File: src/rtl/mmm_ram.sv
// Generic single-write, single-read RAM with registered read data.
module mmm_ram #(
    parameter int WIDTH = 32,
    parameter int DEPTH = 64
) (
    input  logic                     i_clk,
    input  logic                     i_we,
    input  logic [$clog2(DEPTH)-1:0] i_waddr,
    input  logic [WIDTH-1:0]         i_wdata,
    input  logic                     i_re,
    input  logic [$clog2(DEPTH)-1:0] i_raddr,
    output logic [WIDTH-1:0]         o_rdata
);
    logic [WIDTH-1:0] r_mem [DEPTH];
    logic [WIDTH-1:0] r_rdata;

    always_ff @(posedge i_clk) begin
        if (i_we) begin
            r_mem[i_waddr] <= i_wdata;
        end
        if (i_re) begin
            r_rdata <= r_mem[i_raddr];
        end
    end

    assign o_rdata = r_rdata;
endmodule

File: config.mk
export PLATFORM = sky130hd
export DESIGN_NAME = mmm_ram
export DESIGN_NICKNAME = d
export VERILOG_FILES = /design/src/rtl/mmm_ram.sv
export SDC_FILE = /design/constraint.sdc
export NUM_CORES = 2
export LEC_CHECK = 0
export BUFFER_PORTS_ARGS = -buffer_cell sky130_fd_sc_hd__clkbuf_2
export CAP_MARGIN = 20
export CORE_ASPECT_RATIO = 1.5
export CORE_MARGIN = 2
export CORE_UTILIZATION = 50
export DETAILED_ROUTE_END_ITERATION = 8
export HOLD_SLACK_MARGIN = 0.1
export PLACE_DENSITY_LB_ADDON = 0.15
export REMOVE_ABC_BUFFERS = 1
export SLEW_MARGIN = 25
export SYNTH_ARGS = -nofsm -noshare
export SYNTH_HDL_FRONTEND = slang
export SYNTH_SLANG_ARGS = --single-unit
File: constraint.sdc
create_clock -name i_clk -period 7.1 [get_ports i_clk]
set_input_delay 0 -clock i_clk [delete_from_list [all_inputs] [get_ports i_clk]]
set_output_delay 0 -clock i_clk [all_outputs]
set_load 0.005 [all_outputs]
==> qor.csv <==
metric;value;unit
M2 GR Usage;0.463;
most common cell after layout, fill and taps aside;edfxtp_1;
Worst Path Required;7620;ps
number of max-cap violations;0;
pin count of the biggest net entering global routing;101;
average cell area after synthesis;23.7;um^2
fin crit share;0.488;
power density cells;276;nW/um^2
unrepaired setup endpoints after global routing;false;
cts repair resizes;0;
peak supply drop;0.000212;V
vias in the first global route;38600;
Sequential Power Share;0.558;
Layout Nets;3627;
die width;328;um
Worst EP arrival;3980;ps
Cell Area, Synth;78800;um^2
vias per cell;6.43;
leakage;27.4;nW
GR Layer Usage met1;0.340;
GR Layer Usage met3;0.0432;
row count;178;
H-tree levels;4;
Final Total Pwr;24.5;mW
area leader, netlist;edfxtp_1;
Min Clock Period, post-route;3470;ps
flops & latches, synth;2080;
Inst Count DP;5423;
root buf cell;clkbuf_16;
YS warnings;0;
die area;161000;um^2
CORE AREA;157000;um^2
crit end category;register;
Layout area overhead;12.5;%
clk_skew;18.4;ps
Syn Inst Count;3324;
CTS Buf Count;182;
DR DRC count;0;
Fin Hold WS;197;ps
first-pass GRT wire length;296000;um
GRT Overall Usage;0.267;
Fill cells;11400;
quantity of I/O buffers inserted on ports;78;
Post-DRT Antenna Nets;0;
Die Span Y;490;um
Netlist cell types;33;
hold depth;3;
combinational share of power;0.051;
DR pass1 iterations;6;
via count;37300;
IO Pins;79;
fin util;0.566;
wire per inst;36.6;um
hold crit path type;input port to register;
Final setup viols;0;
worst relative slew slack;0.249;
synth top area cells;edfxtp_1, mux4_2, mux2i_1;
Iteration-0 DRC Markers;4385;
Slew @ Worst Pin;1130;ps
Int Pwr;19.3;mW
CTS tree;done;
antenna violations before repair;10;
Clk pwr share;0.391;
commonest non-fill, non-tap cells in the layout;edfxtp_1, mux4_2, clkbuf_16, buf_4, mux2i_1;
GR peak layer;met2;
setup bufs post-CTS;0;
Crit Path Class;input port to register;
hold buffers post-CTS;42;
P_sw;5.18;mW
switch share;0.212;
largest buffer count on any clock path;3;
fin cells;5802;
post-synthesis sequential area ratio;0.792;
clock slew at reported path FFs;60;ps
final wirelength;213000;um
crit-path max FO;49;
Final GP Congestion;0.789;
Hold Vio Cnt, Final;0;
status;complete, no violations;
DP HPWL;116000;um
Fin Setup TNS;0;ps
layout cell share with drive strength beyond 1;0.288;
initial core utilization;0.503;
Num Clock Sinks;2080;
clk_lat worst skew;820;ps
FMAX;289;MHz
total global routing overflow;0;
post-synth top area share;0.792;
cells on worst reg2reg path;5;
Slew Viols, Final;0;
Startpoint Class;input port;
## routing by layer
| layer | routed length (um) | vias up |
|---|---|---|
| met5 | 37 | - |
| met4 | 8150 | 6 |
| met3 | 15100 | 375 |
| met2 | 112000 | 1652 |
| met1 | 77300 | 20500 |
| li1 | - | 14800 |
## synthesized netlist by cell type (all sizes together)
cell type,count
edfxtp,2080
mux4,544
nor2,137
buf,108
mux2i,93
o22ai,84
clkbuf,74
a21oi,62
o221ai,27
nand2,26
nor2b,15
a22oi,12
a311oi,8
nand2b,8
nor3,7
nand3,5
nand3b,5
or3b,5
a41o,4
and3,4
o32ai,4
or2,3
or3,3
and2,2
nand4,2
a31oi,1
nand4b,1
## final timing paths
check | startpoint | to | slack [ps]
max | i_raddr[1] | o_rdata[2]$_DFFE_PP_ | 3630
min | i_waddr[5] | r_mem[50][11]$_DFFE_PP_ | 200
max reg2reg | r_mem[15][8]$_DFFE_PP_ | o_rdata[8]$_DFFE_PP_ | 4450
min reg2reg | r_mem[12][20]$_DFFE_PP_ | o_rdata[20]$_DFFE_PP_ | 860
## metrics by stage
step	instance area [um^2]	setup slack, ps
3_3_place_gp	82500	2700
6_report	88700	3630
2_1_floorplan	77900	4090
3_5_place_dp	82600	3090
4_1_cts	88700	3650
5_1_grt	88700	3480
## power groups by stage
stage               clock network [mW]  registers [mW]  logic [mW]
floorplan                            0            13.9       0.504
global route                      10.1            13.7        1.31
finish                            9.58            13.7        1.25
detailed placement                   0            13.9        1.24
CTS                               9.72            13.7        1.26
global placement                     0            13.9        1.21
## worst max-delay path, stage by stage
cell and delay (ps):
dlygate4sd3_1 560, buf_8 400, buf_4 550, buf_4 590, mux4_2 410, mux4_2 600, o22ai_1 530, nor2_1 230
## flip-flops by register name, indices dropped and copies added (netlist names)
name	cells
r_mem	2048
o_rdata	32
## kinds of logic after synthesis
kind of cell / synth area share
AO/OA/AOI/OAI: 0.0167
AND/OR/NAND/NOR: 0.0126
flip-flops: 0.792
multiplexers: 0.167
buffers and inverters: 0.0112
## area by class of cell
cell class | instances | area (um^2) | share of cell area
repair buffers | 254 | 1980 | 0.0223
clock buffers | 225 | 4840 | 0.0546
clock inverters | 105 | 822 | 0.00927
multi-input cells | 1062 | 16000 | 0.180
flip-flops and latches | 2080 | 62500 | 0.704
well taps | 2070 | 2590 | 0.0292
diodes | 6 | 15.0 | 0.000169
Note: power is estimated with default switching activity, not from simulation.
