**config.mk**
```make
export PLATFORM = sky130hd
export DESIGN_NAME = mmm_mac
export DESIGN_NICKNAME = d
export VERILOG_FILES = /design/src/rtl/mmm_pkg.sv /design/src/rtl/mmm_mac.sv
export SDC_FILE = /design/constraint.sdc
export NUM_CORES = 2
export LEC_CHECK = 0
export BUFFER_PORTS_ARGS = -buffer_cell sky130_fd_sc_hd__buf_2
export CAP_MARGIN = 20
export CORE_MARGIN = 8
export CORE_UTILIZATION = 52
export DETAILED_ROUTE_END_ITERATION = 8
export PLACE_DENSITY = 0.68
export SYNTH_ARGS = -nofsm -noshare
export SYNTH_HDL_FRONTEND = slang
export SYNTH_SLANG_ARGS = --single-unit
```
**constraint.sdc**
```tcl
create_clock -name i_clk -period 22.5 [get_ports i_clk]
set_clock_uncertainty 0.05 [all_clocks]
set_input_delay 6.75 -clock i_clk [delete_from_list [all_inputs] [get_ports i_clk]]
set_output_delay 6.75 -clock i_clk [all_outputs]
set_load 0.01 [all_outputs]
```
**src/rtl/mmm_pkg.sv**
```systemverilog
// Shared types, field widths and codes of the matrix multiply unit.
package mmm_pkg;

    localparam int DIM_DEFAULT = 8;
    localparam int MODE_W = 2;
    localparam int ROW_W = 3;
    localparam int COL_W = 3;
    localparam int VAL_W = 32;
    localparam int FRAC_W = 16;

    localparam logic [MODE_W-1:0] MODE_LOAD_A  = 2'd0;
    localparam logic [MODE_W-1:0] MODE_LOAD_B  = 2'd1;
    localparam logic [MODE_W-1:0] MODE_COMPUTE = 2'd2;

    localparam logic [VAL_W-1:0] SAT_MAX = {1'b0, {(VAL_W-1){1'b1}}};
    localparam logic [VAL_W-1:0] SAT_MIN = {1'b1, {(VAL_W-1){1'b0}}};

    typedef struct packed {
        logic [MODE_W-1:0]       mode;
        logic [ROW_W-1:0]        row;
        logic [COL_W-1:0]        col;
        logic signed [VAL_W-1:0] value;
    } t_in_item;

    typedef struct packed {
        logic [ROW_W-1:0]        out_row;
        logic [COL_W-1:0]        out_col;
        logic signed [VAL_W-1:0] product;
        logic                    last;
    } t_out_item;

    // One multiply-accumulate step handed to the shared unit.
    typedef struct packed {
        logic             vld;
        logic             first;
        logic             lst;
        logic             fin;
        logic [ROW_W-1:0] row;
        logic [COL_W-1:0] col;
    } t_mac_op;

    // A finished element leaving the shared unit.
    typedef struct packed {
        logic      vld;
        t_out_item item;
    } t_mac_res;

    typedef enum logic [1:0] {
        ST_IDLE,
        ST_RUN,
        ST_DRAIN
    } t_state;

endpackage

```
**src/rtl/mmm_mac.sv**
```systemverilog
// Shared multiply-accumulate unit with shift and saturation of each finished sum.
module mmm_mac #(
    parameter int DIM = mmm_pkg::DIM_DEFAULT
) (
    input  logic                             i_clk,
    input  logic                             i_rst_n,
    input  logic                             i_adv,
    input  mmm_pkg::t_mac_op                 i_op,
    input  logic signed [mmm_pkg::VAL_W-1:0] i_a,
    input  logic signed [mmm_pkg::VAL_W-1:0] i_b,
    output mmm_pkg::t_mac_res                o_res,
    output logic                             o_busy
);
    import mmm_pkg::*;

    localparam int PROD_W = 2 * VAL_W;
    localparam int ACC_W = PROD_W + $clog2(DIM) + 1;
    localparam int TOP_LO = FRAC_W + VAL_W - 1;

    t_mac_op                  r_op;
    logic signed [PROD_W-1:0] r_prod;
    logic signed [ACC_W-1:0]  r_acc;
    logic signed [ACC_W-1:0]  w_sum;
    logic [ACC_W-TOP_LO-1:0]  w_hi;
    logic                     w_fits;

    always_ff @(posedge i_clk) begin
        if (!i_rst_n) begin
            r_op <= '0;
        end else if (i_adv) begin
            r_op <= i_op;
        end
    end

    // The product is registered before it reaches the adder.
    always_ff @(posedge i_clk) begin
        if (i_adv && i_op.vld) begin
            r_prod <= i_a * i_b;
        end
        if (i_adv && r_op.vld) begin
            r_acc <= w_sum;
        end
    end

    assign w_sum = (r_op.first ? ACC_W'(0) : r_acc) + ACC_W'(r_prod);

    // The shifted sum fits in 32 bits when every bit from TOP_LO up agrees.
    assign w_hi = w_sum[ACC_W-1:TOP_LO];
    assign w_fits = (&w_hi) || !(|w_hi);

    always_comb begin
        o_res.vld = r_op.vld && r_op.lst;
        o_res.item.out_row = r_op.row;
        o_res.item.out_col = r_op.col;
        o_res.item.last = r_op.fin;
        if (w_fits) begin
            o_res.item.product = w_sum[TOP_LO:FRAC_W];
        end else if (w_sum[ACC_W-1]) begin
            o_res.item.product = SAT_MIN;
        end else begin
            o_res.item.product = SAT_MAX;
        end
    end

    assign o_busy = r_op.vld;
endmodule

```
==> reports/results.env <==
OUTCOME='finished, final reports clean'
FINAL.SETUP.TNS_PS=0
CRIT_PATH_TOP_DELAY_CELL='fa_1'
WORSTPATHREQUIRED_PS=22640
CRITPATHMAXSTAGEDELAY_PS=1060
WORST_SKEW_PAIR.LATE_LATENCY_PS=440
GRT_SETUP_UNREPAIRED='false'
TOTALWIRELENGTH_UM=123000
CTS_ROOT_BUF='clkbuf_16'
HOLD_VIOL=0
POSTSYNTH.TOPFLOPCELL='edfxtp_1'
GRT_PASS1_WL_UM=197000
WL_PER_CELL_UM=21.0
CP_CELL_SEQUENCE='buf_2 > nand2_1 > inv_1 > fa_1 > fa_1 > fa_1 > fa_1 > inv_1 > fa_1 > inv_1 > fa_1 > inv_1 > fa_1 > inv_1 > fa_1 > ha_1 > a21o_1 > a21oi_1 > o2111ai_1 > a41oi_1 > o21a_1 > o21bai_1 > a21oi_1 > xnor2_1'
SYNTH_SEQ_AREA_SHARE=0.0915
NUMPORTBUFFERS=117
HOLDWS_PS=466
NETS=6097
MOST_FREQUENT_CELL_ON_THE_CRITICAL_PATH='fa_1'
WORST_SETUP_HOLD_PATH_CLK_SLEW_PS=70
CTSRESIZECOUNT=0
CRITPATHKIND='in -> reg'
CRITPATHMAXFANOUT=32
DRC=0
ROUTED-VIA-COUNT=32100
NUM_IO_PINS=118
SYNTH_COMPOUND_GATE_AREA_SHARE=0.0671
YS_FF_LATCH=142
SLEW-LIMIT-HEADROOM=0.314
MAX_CLOCK_FREQ_MHz=67.2
GRT_PASS1_VIAS=34600
INITIAL_CORE_UTIL=0.524
MAX-CLOCK-PATH-BUFFERS=2
AREA_GROWTH_PCT=3.72
WORST_SLACK_AT_PLACEMENT_PS=7200
CTS_SINKS=142
PLACE_INST=5822
WORSTSETUPSTARTPOINTTYPE='primary input'
DRT-INITIAL-DRC-COUNT=2413
SYNTH_TOP_FAMILY_BY_AREA='adder cells'
ANTENNA_FOUND_INITIAL=10
FINALWEIGHTEDCONGESTION=0.941
SETUP_WS_PS=7630
MAX_CAP_VIOLATIONS=0
POST_SYNTH.CELL_AREA_AVG_UM2=9.52
SYNTH.LIB_CELLS_USED.DISTINCT=81
TOTAL_CORE_AREA_UM2=86800
PLACE.DETAILED.HPWL_UM=96000
POST_SYNTH_FA_HA_MAJ_AREA_FRACTION=0.546
LARGEST_NET_DEGREE_AT_THE_START_OF_GLOBAL_ROUTING=69
SYNTH-EDFF-COUNT=132
FINALSETUPVIOLCOUNT=0
YOSYSTOPAREACELL='fa_1'
LAYOUT.CELLS.NON_FILLER=5858
SYNTH_MOST_COMMON_CELL='fa_1'
VIA_PER_INST=5.49
YOSYS_WARNINGS=0
SYNTH_XOR_XNOR_AREA_SHARE=0.0262
DRTPASS1ITERATIONS=7
SYNTHDOMINANTCELLAREASHARE=0.477
CRITICAL_PATH_CAPTURE_POINT_TYPE='flop'
SYNTHESIS.AREA_UM2=45500
PERIOD_SHARE=0.661
FILLCELLCOUNT=7809
POST-CTS-SETUP-BUFFERS=0
GROUTE.USAGE.OVERALL=0.257
SYNTH-SIMPLE-AREA-SHARE=0.159
CTS-HOLD-FIX-BUFFERS=0
POST_SYNTH_INST_COUNT=4777
HP-CLASS='reg -> reg'
FINALCRITICALPERIOD_PS=14870
ROUTED_ANTENNA_NETS=0
LAYOUT-DRIVE-GT1-SHARE=0.0470
WORST_EP_ARRIVAL_TIME_PS=15010
GRT.OVERFLOW.TOTAL=0
DIE_WIDTH_UM=312
TRITONCTS='done'
FP.DIEH_UM=312
SYNTH.AREA.TOP_CELLS='fa_1 (48%), edfxtp_1 (8.7%), inv_1 (8.5%), and2_1 (7.2%), ha_1 (6.9%)'
SYNTH_NETS=6188
CTS-BUFFERS-INSERTED=17
YS_ASYNC_SR_FRACTION=0
WORSTMARGINPINSLEW_PS=1030
FIN_MAX_SLEW_VIOS=0
FLOORPLAN.DIE_AREA_UM2=97200
CLOCK_TREE.HTREE_LEVEL_COUNT=4
MULTIPLEXER_FRACTION_OF_THE_SYNTHESIZED_CELL_AREA=0.00223
SYNTHTOPCELLSBYCOUNT='fa_1 (1,083), inv_1 (1,036), nand2_1 (570)'
FP-ROW-COUNT=108
[sequential cells by signal, indices dropped and copies added, names as in the netlist]
name and flops:
r_op 2, o_busy 1, r_prod 64, r_acc 68, o_res 7
[logic make-up after synthesis]
kind of cell             count (synthesis)
multiplexers                            10
AO/OA/AOI/OAI                          455
buffers and inverters                 1279
adder cells (fa/ha/maj)               1334
AND/OR/NAND/NOR                       1421
flip-flops                             142
XOR/XNOR                               136
[cell type report]
class | count | area (um^2) | share of cell area
multi-input cells | 3356 | 36400 | 0.771
clock inverters | 15 | 145 | 0.00308
well taps | 1155 | 1450 | 0.0306
diodes | 4 | 10.0 | 0.000212
clock buffers | 17 | 425 | 0.00902
repair buffers | 133 | 706 | 0.0150
flip-flops and latches | 142 | 4170 | 0.0883
inverters | 1036 | 3890 | 0.0824
[path summary, 6_finish.rpt]
check                                            start                     end  slack [ps]  depth (start not counted)
worst max register to register    r_op[8]$_SDFFE_PN0P_     r_acc[67]$_DFFE_PP_       17500                         14
worst min register to register  o_res[36]$_SDFFE_PN0P_  o_res[36]$_SDFFE_PN0P_         470                          2
worst min-delay path            o_res[36]$_SDFFE_PN0P_  o_res[36]$_SDFFE_PN0P_         470                          2
worst max-delay path                            i_b[2]    r_prod[57]$_DFFE_PP_        7630                         24
[stage by stage]
stage | area [um^2] | util
2_1_floorplan | 45500 | -
3_3_place_gp | 46600 | 0.537
3_5_place_dp | 46600 | 0.537
4_1_cts | 47200 | 0.544
5_1_grt | 47200 | 0.544
6_report | 47200 | 0.544
[worst max-delay path: cells and delay by family]
family                     cells  cell delay (ps)
adders and majority gates      9             5100
xor gates and xnor gates       1              100
buffers and inverters          6             1290
and+or+nand+nor                1              210
AOI/OAI and AO/OA              7             1520
[layout by cell type (no fill, tap or decap), drive strengths merged, types with 17 or more instances in the layout]
cell and n:
nor2b 86, o21bai 27, inv 1046, buf 133
xnor2 91, nand3 23, fa 1083, nand4 24
nand2 570, xor2 45, a21o 69, o21ai 76
edfxtp 132, nor3 21, ha 251, a21oi 165
and2 527, nor2 101, nand2b 19, clkbuf 17
[routing by layer]
| layer | vias to the layer above | wire length (um) | global-route usage |
|---|---|---|---|
| met2 | 1426 | 52200 | 0.380 |
| met3 | 164 | 13800 | 0.0768 |
| met5 | - | 0 | 0 |
| met4 | 0 | 2630 | 0.0580 |
| met1 | 16500 | 54600 | 0.372 |
| li1 | 14100 | - | - |
Power is left out: the tool's default activity adds up to more than one toggle a clock period on the data nets, which glitch-free logic cannot reach.
